===== config.mk =====
export PLATFORM = sky130hd
export DESIGN_NAME = radar_command_frame_encoder
export DESIGN_NICKNAME = d
export VERILOG_FILES = /design/src/sv/rcfe_pkg.sv /design/src/sv/rcfe_byte_sel.sv /design/src/sv/radar_command_frame_encoder.sv
export SDC_FILE = /design/constraint.sdc
export NUM_CORES = 1
export LEC_CHECK = 0
export BUFFER_PORTS_ARGS = -buffer_cell sky130_fd_sc_hd__clkbuf_2
export CORE_ASPECT_RATIO = 1.2
export CORE_MARGIN = 2
export CORE_UTILIZATION = 30
export DETAILED_ROUTE_END_ITERATION = 8
export PLACE_DENSITY_LB_ADDON = 0.1
export SYNTH_ARGS = -nofsm -noshare
export SYNTH_HDL_FRONTEND = slang
export SYNTH_SLANG_ARGS = --single-unit
export TNS_END_PERCENT = 10

===== constraint.sdc =====
create_clock -name i_clk -period 14.1 [get_ports i_clk]
set_input_delay 1.41 -clock i_clk [delete_from_list [all_inputs] [get_ports i_clk]]
set_output_delay 1.41 -clock i_clk [all_outputs]
set_load 0.005 [all_outputs]

===== src/sv/rcfe_pkg.sv =====
// ---------------------------------------------------------------------------
// rcfe_pkg
// Shared types, constants and command tables for the radar command frame
// encoder.
// ---------------------------------------------------------------------------
package rcfe_pkg;

    localparam int unsigned ModeW     = 5;
    localparam int unsigned PosW      = 5;
    localparam int unsigned PayMax    = 18;   // longest payload, three pairs
    localparam int unsigned FixedLen  = 12;   // header, length, command, footer
    localparam int unsigned HeadLen   = 4;
    localparam int unsigned CmdEnd    = 8;    // first payload position

    localparam logic [ModeW-1:0] ModeLast = 5'd16;

    typedef logic [7:0]              t_byte;
    typedef logic [PayMax-1:0][7:0]  t_pay_buf;
    typedef logic [PosW-1:0]         t_pos;

    typedef enum logic {
        ST_IDLE,
        ST_SEND
    } t_state;

    typedef enum logic [2:0] {
        PAY_NONE,
        PAY_ONE,
        PAY_TRIPLE,
        PAY_INDEX,
        PAY_FLAG,
        PAY_PASS
    } t_pay_kind;

    typedef enum logic [ModeW-1:0] {
        MODE_ENABLE_CFG    = 5'd0,
        MODE_END_CFG       = 5'd1,
        MODE_SET_MAX_DIST  = 5'd2,
        MODE_READ_PARAMS   = 5'd3,
        MODE_ENABLE_ENG    = 5'd4,
        MODE_CLOSE_ENG     = 5'd5,
        MODE_SET_GATE_SENS = 5'd6,
        MODE_READ_FW       = 5'd7,
        MODE_SET_BAUD      = 5'd8,
        MODE_RESTORE       = 5'd9,
        MODE_RESTART       = 5'd10,
        MODE_BT            = 5'd11,
        MODE_GET_MAC       = 5'd12,
        MODE_BT_PERM       = 5'd13,
        MODE_BT_PASSWORD   = 5'd14,
        MODE_SET_RES       = 5'd15,
        MODE_QUERY_RES     = 5'd16
    } t_mode;

    // Command words all have a zero high byte, so only the low byte is kept
    function automatic t_byte f_cmd_lo(input logic [ModeW-1:0] mode);
        t_byte r;
        case (mode)
            MODE_ENABLE_CFG:    r = 8'hFF;
            MODE_END_CFG:       r = 8'hFE;
            MODE_SET_MAX_DIST:  r = 8'h60;
            MODE_READ_PARAMS:   r = 8'h61;
            MODE_ENABLE_ENG:    r = 8'h62;
            MODE_CLOSE_ENG:     r = 8'h63;
            MODE_SET_GATE_SENS: r = 8'h64;
            MODE_READ_FW:       r = 8'hA0;
            MODE_SET_BAUD:      r = 8'hA1;
            MODE_RESTORE:       r = 8'hA2;
            MODE_RESTART:       r = 8'hA3;
            MODE_BT:            r = 8'hA4;
            MODE_GET_MAC:       r = 8'hA5;
            MODE_BT_PERM:       r = 8'hA8;
            MODE_BT_PASSWORD:   r = 8'hA9;
            MODE_SET_RES:       r = 8'hAA;
            MODE_QUERY_RES:     r = 8'hAB;
            default:            r = 8'h00;
        endcase
        return r;
    endfunction

    function automatic t_pay_kind f_pay_kind(input logic [ModeW-1:0] mode);
        t_pay_kind r;
        case (mode)
            MODE_ENABLE_CFG, MODE_GET_MAC:         r = PAY_ONE;
            MODE_SET_MAX_DIST, MODE_SET_GATE_SENS: r = PAY_TRIPLE;
            MODE_SET_BAUD, MODE_SET_RES:           r = PAY_INDEX;
            MODE_BT:                               r = PAY_FLAG;
            MODE_BT_PERM, MODE_BT_PASSWORD:        r = PAY_PASS;
            default:                               r = PAY_NONE;
        endcase
        return r;
    endfunction

    function automatic t_pos f_pay_len(input t_pay_kind kind);
        t_pos r;
        case (kind)
            PAY_ONE, PAY_INDEX, PAY_FLAG: r = 5'd2;
            PAY_TRIPLE:                   r = 5'd18;
            PAY_PASS:                     r = 5'd12;
            default:                      r = 5'd0;
        endcase
        return r;
    endfunction

    function automatic t_byte f_head(input logic [1:0] idx);
        t_byte r;
        case (idx)
            2'd0:    r = 8'hF4;
            2'd1:    r = 8'hF3;
            2'd2:    r = 8'hF2;
            default: r = 8'hF1;
        endcase
        return r;
    endfunction

    function automatic t_byte f_foot(input logic [1:0] idx);
        t_byte r;
        case (idx)
            2'd0:    r = 8'hF8;
            2'd1:    r = 8'hF7;
            2'd2:    r = 8'hF6;
            default: r = 8'hF5;
        endcase
        return r;
    endfunction

endpackage


===== src/sv/rcfe_byte_sel.sv =====
// ---------------------------------------------------------------------------
// rcfe_byte_sel
// Frame byte selector: picks the byte for one frame position from the
// header, length, command, payload buffer or footer, and flags the last.
// ---------------------------------------------------------------------------
module rcfe_byte_sel (
    input  rcfe_pkg::t_pos     i_pos,
    input  rcfe_pkg::t_byte    i_cmd_lo,
    input  rcfe_pkg::t_pos     i_plen,
    input  rcfe_pkg::t_pay_buf i_pay,
    output rcfe_pkg::t_byte    o_byte,
    output logic               o_last
);
    import rcfe_pkg::*;

    t_pos w_foot_start;
    t_pos w_pay_idx;
    t_pos w_foot_idx;

    assign w_foot_start = i_plen + t_pos'(CmdEnd);
    assign w_pay_idx    = i_pos - t_pos'(CmdEnd);
    assign w_foot_idx   = i_pos - w_foot_start;
    assign o_last       = (i_pos == (w_foot_start + t_pos'(3)));

    always_comb begin
        if (i_pos < t_pos'(HeadLen)) begin
            o_byte = f_head(i_pos[1:0]);
        end else if (i_pos == t_pos'(4) || i_pos == t_pos'(6)) begin
            o_byte = 8'h00;
        end else if (i_pos == t_pos'(5)) begin
            // length counts command word plus payload
            o_byte = t_byte'(i_plen) + 8'd2;
        end else if (i_pos == t_pos'(7)) begin
            o_byte = i_cmd_lo;
        end else if (i_pos < w_foot_start) begin
            o_byte = i_pay[w_pay_idx];
        end else begin
            o_byte = f_foot(w_foot_idx[1:0]);
        end
    end

endmodule


===== src/sv/radar_command_frame_encoder.sv =====
// ---------------------------------------------------------------------------
// radar_command_frame_encoder
// Serialises one radar command request into its length-prefixed UART frame,
// one byte per output word.
// ---------------------------------------------------------------------------
// A request is taken when the block is idle; the block then stalls its input
// while it emits the frame, one byte per cycle while the output is not stalled,
// through a position counter and a shared byte selector, into a single output
// register. A frame has 12 bytes plus the payload (0, 2, 12 or 18 bytes). Modes
// above 16 are accepted and produce no frame.
module radar_command_frame_encoder (
    input  logic                    i_clk,
    input  logic                    i_rst_n,
    input  logic                    i_in_valid,
    output logic                    o_in_stall,
    input  logic [4:0]              i_mode,
    input  logic [15:0]             i_first_word,
    input  logic [31:0]             i_first_value,
    input  logic [15:0]             i_second_word,
    input  logic [31:0]             i_second_value,
    input  logic [15:0]             i_third_word,
    input  logic [31:0]             i_third_value,
    input  logic [15:0]             i_setting_index,
    input  logic                    i_enable_flag,
    input  logic [47:0]             i_password_chars,
    output logic                    o_out_valid,
    input  logic                    i_out_stall,
    output logic [7:0]              o_frame_byte,
    output logic [4:0]              o_byte_position,
    output logic                    o_last_byte
);
    import rcfe_pkg::*;

    t_state    r_state, n_state;
    t_pos      r_pos, n_pos;
    t_byte     r_cmd_lo;
    t_pos      r_plen;
    t_pay_buf  r_pay, n_pay;
    logic      r_out_valid;
    t_byte     r_byte;
    t_pos      r_bpos;
    logic      r_last;

    t_pay_kind w_kind;
    logic      w_accept;
    logic      w_load;
    t_byte     w_byte;
    logic      w_last;

    assign w_kind = f_pay_kind(i_mode);

    // payload buffer, little-endian words and dwords
    always_comb begin
        n_pay = '0;
        case (w_kind)
            PAY_ONE: begin
                n_pay[0] = 8'h01;
            end
            PAY_TRIPLE: begin
                n_pay[0]  = i_first_word[7:0];
                n_pay[1]  = i_first_word[15:8];
                n_pay[2]  = i_first_value[7:0];
                n_pay[3]  = i_first_value[15:8];
                n_pay[4]  = i_first_value[23:16];
                n_pay[5]  = i_first_value[31:24];
                n_pay[6]  = i_second_word[7:0];
                n_pay[7]  = i_second_word[15:8];
                n_pay[8]  = i_second_value[7:0];
                n_pay[9]  = i_second_value[15:8];
                n_pay[10] = i_second_value[23:16];
                n_pay[11] = i_second_value[31:24];
                n_pay[12] = i_third_word[7:0];
                n_pay[13] = i_third_word[15:8];
                n_pay[14] = i_third_value[7:0];
                n_pay[15] = i_third_value[15:8];
                n_pay[16] = i_third_value[23:16];
                n_pay[17] = i_third_value[31:24];
            end
            PAY_INDEX: begin
                n_pay[0] = i_setting_index[7:0];
                n_pay[1] = i_setting_index[15:8];
            end
            PAY_FLAG: begin
                n_pay[1] = {7'd0, i_enable_flag};
            end
            PAY_PASS: begin
                for (int i = 0; i < 6; i++) begin
                    n_pay[2*i] = i_password_chars[8*i +: 8];
                end
            end
            default: begin
                n_pay = '0;
            end
        endcase
    end

    rcfe_byte_sel u_byte_sel (
        .i_pos    (r_pos),
        .i_cmd_lo (r_cmd_lo),
        .i_plen   (r_plen),
        .i_pay    (r_pay),
        .o_byte   (w_byte),
        .o_last   (w_last)
    );

    // next state
    always_comb begin
        n_state = r_state;
        case (r_state)
            ST_IDLE: begin
                if (i_in_valid && i_mode <= ModeLast) begin
                    n_state = ST_SEND;
                end
            end
            ST_SEND: begin
                if (w_load && w_last) begin
                    n_state = ST_IDLE;
                end
            end
            default: begin
                n_state = ST_IDLE;
            end
        endcase
    end

    // sequencer outputs
    always_comb begin
        o_in_stall = 1'b1;
        w_accept   = 1'b0;
        w_load     = 1'b0;
        case (r_state)
            ST_IDLE: begin
                o_in_stall = 1'b0;
                w_accept   = i_in_valid;
            end
            ST_SEND: begin
                w_load = !r_out_valid || !i_out_stall;
            end
            default: begin
                o_in_stall = 1'b1;
            end
        endcase
    end

    always_comb begin
        n_pos = r_pos;
        if (w_accept) begin
            n_pos = '0;
        end else if (w_load) begin
            n_pos = r_pos + t_pos'(1);
        end
    end

    always_ff @(posedge i_clk) begin
        if (!i_rst_n) begin
            r_state     <= ST_IDLE;
            r_out_valid <= 1'b0;
        end else begin
            r_state <= n_state;
            if (w_load) begin
                r_out_valid <= 1'b1;
            end else if (!i_out_stall) begin
                r_out_valid <= 1'b0;
            end
        end
    end

    always_ff @(posedge i_clk) begin
        r_pos <= n_pos;
        if (w_accept) begin
            r_cmd_lo <= f_cmd_lo(i_mode);
            r_plen   <= f_pay_len(w_kind);
            r_pay    <= n_pay;
        end
        if (w_load) begin
            r_byte <= w_byte;
            r_bpos <= r_pos;
            r_last <= w_last;
        end
    end

    assign o_out_valid     = r_out_valid;
    assign o_frame_byte    = r_byte;
    assign o_byte_position = r_bpos;
    assign o_last_byte     = r_last;

endmodule


==> impl_metrics.ini, run 1 <==
[worst_setup_path]
critPathLaunchType = input port
worst-path-buf-inv = 2
critical_path_class = in2reg
critPathCaptureType = flop
r2r_end = o_frame_byte[5]
reg2reg_depth = 6
slowest_stage = nor2_4
path_cells = clkbuf_2 -> inv_1 -> ha_1 -> nand2b_1 -> a311oi_4 -> nand2_2 -> nor2_4 -> a22o_1
cp.required_ns = 14.39
r2r_slack_ns = 10.56
arrival_ns = 3.95
r2r-start = r_pos[1]
crit_fanout = 49
cpPeakStageDelay_ns = 0.91
cp_top_family = simple AND/OR/NAND/NOR gates

[placement]
dp_hpwl_um = 18000
io_buffer_count = 233
dp.cells = 1237
dpl_worst_slack_ns = 10.02
place_congestion = 0.782
place_area_sq_um = 10300

[sta]
post-route-period-util = 0.260
finClkSkew_ns = 0.00954
rsz0062_at_grt = no
fin_ws_ns = 10.44
max_slew.worst_pin.slew_ns = 1.16
fmax_ghz = 0.273
setup_viol = 0
min_period_ns = 3.66
totalNegativeSetupSlack_ns = 0
maxSlewViolCount = 0
slew-limit-headroom = 0.223
final-hold-violation-count = 0

[synthesis]
ys_warn_count = 0
synth.most_common_cell = edfxtp_1
syn-num-nets = 898
synth_top_area_share = 0.571
yosysUniqueCellTypes = 59
syn_area_per_cell_sq_um = 13.5
syn_area_sq_um = 8890
synth_edf_count = 169
synth_cells = 657
synth_async_sr_flop_share = 0
ys_ff_latch = 176
yosys_most_used_dff = edfxtp_1
ys_top_cells_by_count = edfxtp_1 (169), and3_1 (90), nand2_1 (48)
yosysTopAreaCell = edfxtp_1
ys_seq_area_frac = 0.586
synth_area_leaders = edfxtp_1 (57%), mux4_2 (7.1%), and3_1 (6.3%)

[worst_hold_path]
min_to = o_out_valid
min_path_type = reg2reg
worstHoldStart = o_out_valid
min_path_cells = 2

[floorplan]
row_count = 69
coreArea_sq_um = 29400
die_x_um = 161
die_h_um = 193
dieArea_sq_um = 31000
ios = 234
initial_utilization = 0.302

[final_layout]
final_cell_area_sq_um = 10900
fin_cells = 1268
n_antenna_cell = 0
fillers = 2904
drive_gt1_frac = 0.374
multi_input_comb_area_sq_um = 3340
seq_area_sq_um = 5220
syn2layout_area_growth_pct = 23.0
final_nets = 1107

[cts]
cts_resized = 0
cts_sinks = 176
clk_pin_slew_ns = 0.07
post-cts-setup-buffer-count = 0
cts_made_buffers = 17
root_buffer = clkbuf_16
clockBufferDepth = 2
h-tree-depth = 4
cts_hold_buf = 0
clock_latency_ns = 0.43
cts_tree = done

[detailed_routing]
wl_um = 25600
wl_per_cell_um = 20.2
drt_iter0_drc = 385
drc_errors = 0
num_vias = 6231
vias_per_cell = 4.91
ant_nets = 0
drtPass1Iterations = 4

[power_and_ir_drop]
p_clk_frac = 0.372
powerDensity_nw_per_um2 = 118
swShare = 0.263
power.total_w = 0.00129
p_leak_nw = 4.58
p_sw_w = 0.000339
p_seq_frac = 0.488
p_int_w = 0.000947
ir_worst_vdd_mv = 0.0676
comb_power_share = 0.140

[grt]
antenna_found_initial = 0
grt_pass1_vias = 6463
grt_pass1_wl_um = 38300
grt.total_usage = 0.166
grt-ovfl-total = 0
grt_max_degree = 105

[status]
status = complete, no violations

[run]
cap_violations = 0
routing by layer:
| metal | routed length, um | share of wire | up-vias | track usage |
|---|---|---|---|---|
| li1 | - | - | 3005 | - |
| met1 | 11100 | 0.43 | 3018 | 0.211 |
| met2 | 12600 | 0.49 | 191 | 0.283 |
| met3 | 1460 | 0.057 | 17 | 0.0423 |
| met4 | 391 | 0.015 | 0 | 0.0436 |
| met5 | 0 | 0 | - | 0 |
cell type report:
type	count	area share
timing repair buffer	243	0.113
tap	390	0.0446
clock buffer	17	0.0389
inverter	16	0.00549
clock inverter	14	0.0154
sequential	176	0.477
multi-input combinational	412	0.305
how the worst max path moves through the flow:
stage / end / cells after the start / startpoint / slack (ns)
3_3_place_gp: r_pay[70] / 8 / i_mode[1] / 10.03
4_1_cts: o_frame_byte[4] / 6 / r_pos[1] / 10.46
6_report: r_pay[48] / 8 / i_mode[1] / 10.44
2_1_floorplan: r_cmd_lo[0] / 2 / i_in_valid / 7.68
3_5_place_dp: r_pay[48] / 8 / i_mode[1] / 10.02
5_1_grt: r_pay[53] / 8 / i_mode[1] / 10.21
flip-flops by register name (all words and copies together) (netlist names):
register and count:
r_state 1, r_pos 5, o_last_byte 1, r_plen 3, o_out_valid 1, o_frame_byte 8, r_cmd_lo 8, r_pay 144
o_byte_position 5
stage by stage:
stage / utilization / hold WS (ns)
2_1_floorplan: - / 0.480
3_3_place_gp: 0.352 / 0.532
3_5_place_dp: 0.352 / 0.545
4_1_cts: 0.372 / 0.557
5_1_grt: 0.372 / 0.578
6_report: 0.372 / 0.557
power groups by stage:
| stage | combinational (W) | sequential (W) | clock (W) |
|---|---|---|---|
| global placement | 0.000185 | 0.000640 | 0 |
| detailed placement | 0.000185 | 0.000640 | 0 |
| finish | 0.000181 | 0.000627 | 0.000479 |
| floorplan | 0.000113 | 0.000637 | 0 |
| global route | 0.000200 | 0.000631 | 0.000511 |
| CTS | 0.000185 | 0.000628 | 0.000490 |
placed cells by master (no fill, tap or decap), drive strengths merged, types with 3 or more instances in the layout:
| cell | Yosys | routed |
|---|---|---|
| clkbuf | 21 | 250 |
| edfxtp | 169 | 169 |
| and3 | 90 | 90 |
| nand2 | 50 | 50 |
| a22o | 41 | 41 |
| mux4 | 28 | 28 |
| a21oi | 23 | 23 |
| ha | 23 | 23 |
| inv | 15 | 22 |
| nor2 | 20 | 20 |
| o21ai | 17 | 17 |
| mux2 | 11 | 11 |
| a221oi | 10 | 10 |
| buf | 32 | 10 |
| mux2i | 8 | 8 |
| a22oi | 8 | 8 |
| o2bb2ai | 7 | 7 |
| nand2b | 7 | 7 |
| dfxtp | 7 | 7 |
| clkinv | 1 | 7 |
| a211oi | 6 | 6 |
| xnor2 | 5 | 5 |
| nor2b | 5 | 5 |
| a21boi | 5 | 5 |
| a31oi | 4 | 4 |
| nand3 | 4 | 4 |
| and2 | 4 | 4 |
| nor3 | 4 | 4 |
| a2111oi | 3 | 3 |
| a21o | 3 | 3 |
worst register-to-register path: cells and delay by family, from the launching register on:
| kind | cells | cell delay [ns] |
|---|---|---|
| AND/OR/NAND/NOR | 1 | 0.10 |
| AO/OA/AOI/OAI | 3 | 1.18 |
| flip-flops | 1 | 0.84 |
| buffers and inverters | 1 | 0.52 |
| multiplexers | 1 | 0.61 |
cells by family (layout without fill, tap and decap cells):
kind of cell,count (synthesis),in the layout,synth area share
flip-flops,176,176,0.586
buffers and inverters,69,290,0.0407
AO/OA/AOI/OAI,143,143,0.121
AND/OR/NAND/NOR,192,192,0.119
multiplexers,47,47,0.0938
XOR/XNOR,7,7,0.00689
adder cells (fa/ha/maj),23,23,0.0324
Power figures use the tool's default switching activity.
==> inputs of run 2 (changes only) <==
Clock period 14.1 ns to 3.5 ns, I/O delays scaled along.
==> run 2 against run 1 <==
  * Wire length is 0.29% higher
  * Global-route usage is 0.18 points higher
  * Power grew to 4.0 times the previous value
  * Setup slack worse by 9.6 ns
  * Critical endpoint is now o_frame_byte[4]
==> impl_metrics.ini, run 2 (synthesis gave the netlist of run 1 again) <==
[placement]
io_buffer_count = 233
place_congestion = 0.817
dp_hpwl_um = 19100
place_area_sq_um = 10500

[detailed_routing]
wl_per_cell_um = 20.0
num_vias = 6227
drtPass1Iterations = 5
wl_um = 25700
drt_iter0_drc = 399
ant_nets = 0
drc_errors = 0
vias_per_cell = 4.85

[sta]
fmax_ghz = 0.382
post-route-period-util = 0.749
max_slew.worst_pin.slew_ns = 0.667
rsz0062_at_grt = no
slew-limit-headroom = 0.552
min_period_ns = 2.62
final-hold-violation-count = 0
setup_viol = 0
maxSlewViolCount = 0
holdWs_ns = 0.132
totalNegativeSetupSlack_ns = 0
finClkSkew_ns = 0.00571

[worst_hold_path]
worstHoldStart = i_rst_n
min_path_type = in2reg

[worst_setup_path]
r2r-start = r_pos[4]
critPathLaunchType = flop
critPathCaptureType = flop
critical_path_class = reg2reg
arrival_ns = 2.78
cp-startpoint = r_pos[4]
cp.required_ns = 3.66
crit_fanout = 10

[power_and_ir_drop]
p_leak_nw = 4.66
powerDensity_nw_per_um2 = 468
ir_worst_vdd_mv = 0.204
power.total_w = 0.00520

[final_layout]
final_nets = 1121
drive_gt1_frac = 0.379
final_cell_mix = clkbuf_2 (233), edfxtp_1 (169), and3_1 (90), nand2_1 (48), a22o_1 (41)
syn2layout_area_growth_pct = 24.9
final_common_cell = clkbuf_2
final_cell_area_sq_um = 11100
finalCoreUtilization = 0.377
largest_register_ff_count = 144
top_register = r_pay

[grt]
grt_max_degree = 95
grt_pass1_vias = 6448
grt-ovfl-total = 0
grt.total_usage = 0.168
antenna_found_initial = 2
grt_pass1_wl_um = 38200

[cts]
post-cts-setup-buffer-count = 0
clock_latency_ns = 0.43
cts_hold_buf = 0
cts_tree = done
clk_pin_slew_ns = 0.06
cts_resized = 0
root_buffer = clkbuf_16
clockBufferDepth = 2
cts_made_buffers = 17
h-tree-depth = 4
cts_sinks = 176

[status]
status = complete, no violations

[floorplan]
dieArea_sq_um = 31000
coreArea_sq_um = 29400
die_x_um = 161
initial_utilization = 0.302
die_h_um = 193
row_count = 69
ios = 234

[run]
cap_violations = 0
run 2: cell count changes in the layout (fill, tap and decap cells not counted), sizes merged:
cell      change
buf          +14
diode         +1
inv           -7
bufinv        +2
clkbuf        +1
clkinvlp      +1
clkinv        +3
run 2: per-layer routing:
| layer | vias to the layer above | global-route usage | share of wire |
|---|---|---|---|
| met5 | - | 0 | 0.00047 |
| li1 | 3023 | - | - |
| met1 | 2980 | 0.208 | 0.42 |
| met4 | 2 | 0.0481 | 0.016 |
| met3 | 21 | 0.0415 | 0.053 |
| met2 | 201 | 0.292 | 0.51 |
run 2: final cells by class:
cell class              count  area, sq um
fillers                  2889        18300
flip-flops and latches    176         5220
multi-input cells         412         3340
repair buffers            257         1420
well taps                 390          488
clock buffers              18          429
clock inverters            13          146
inverters                  16         60.1
diodes                      1         2.50
run 2: worst paths after layout:
check | end | slack [ns] | cells after the start
max | o_frame_byte[4] | 0.88 | 8
min | r_state | 0.13 | 3
max reg2reg | o_frame_byte[4] | 0.88 | 8
min reg2reg | o_byte_position[4] | 0.53 | 0
run 2: through the flow:
step,setup slack [ns],std cells
floorplan,0.548,657
global placement,0.814,1251
detailed placement,0.778,1251
CTS,0.887,1282
global route,0.660,1283
finish,0.880,1283
run 2: where the power goes:
part	switching, W	total [W]	internal (W)
Clock	0.000791	0.00190	0.00111
Combinational	0.000402	0.000760	0.000358
Sequential	0.0000639	0.00254	0.00247
run 2: critical path, stage by stage (launching register included):
cell	delay, ns
dfxtp_1	0.40
inv_1	0.13
ha_1	0.39
and3_1	0.34
a221oi_1	0.32
nor2_1	0.09
a2111oi_0	0.39
buf_4	0.19
o221ai_1	0.09
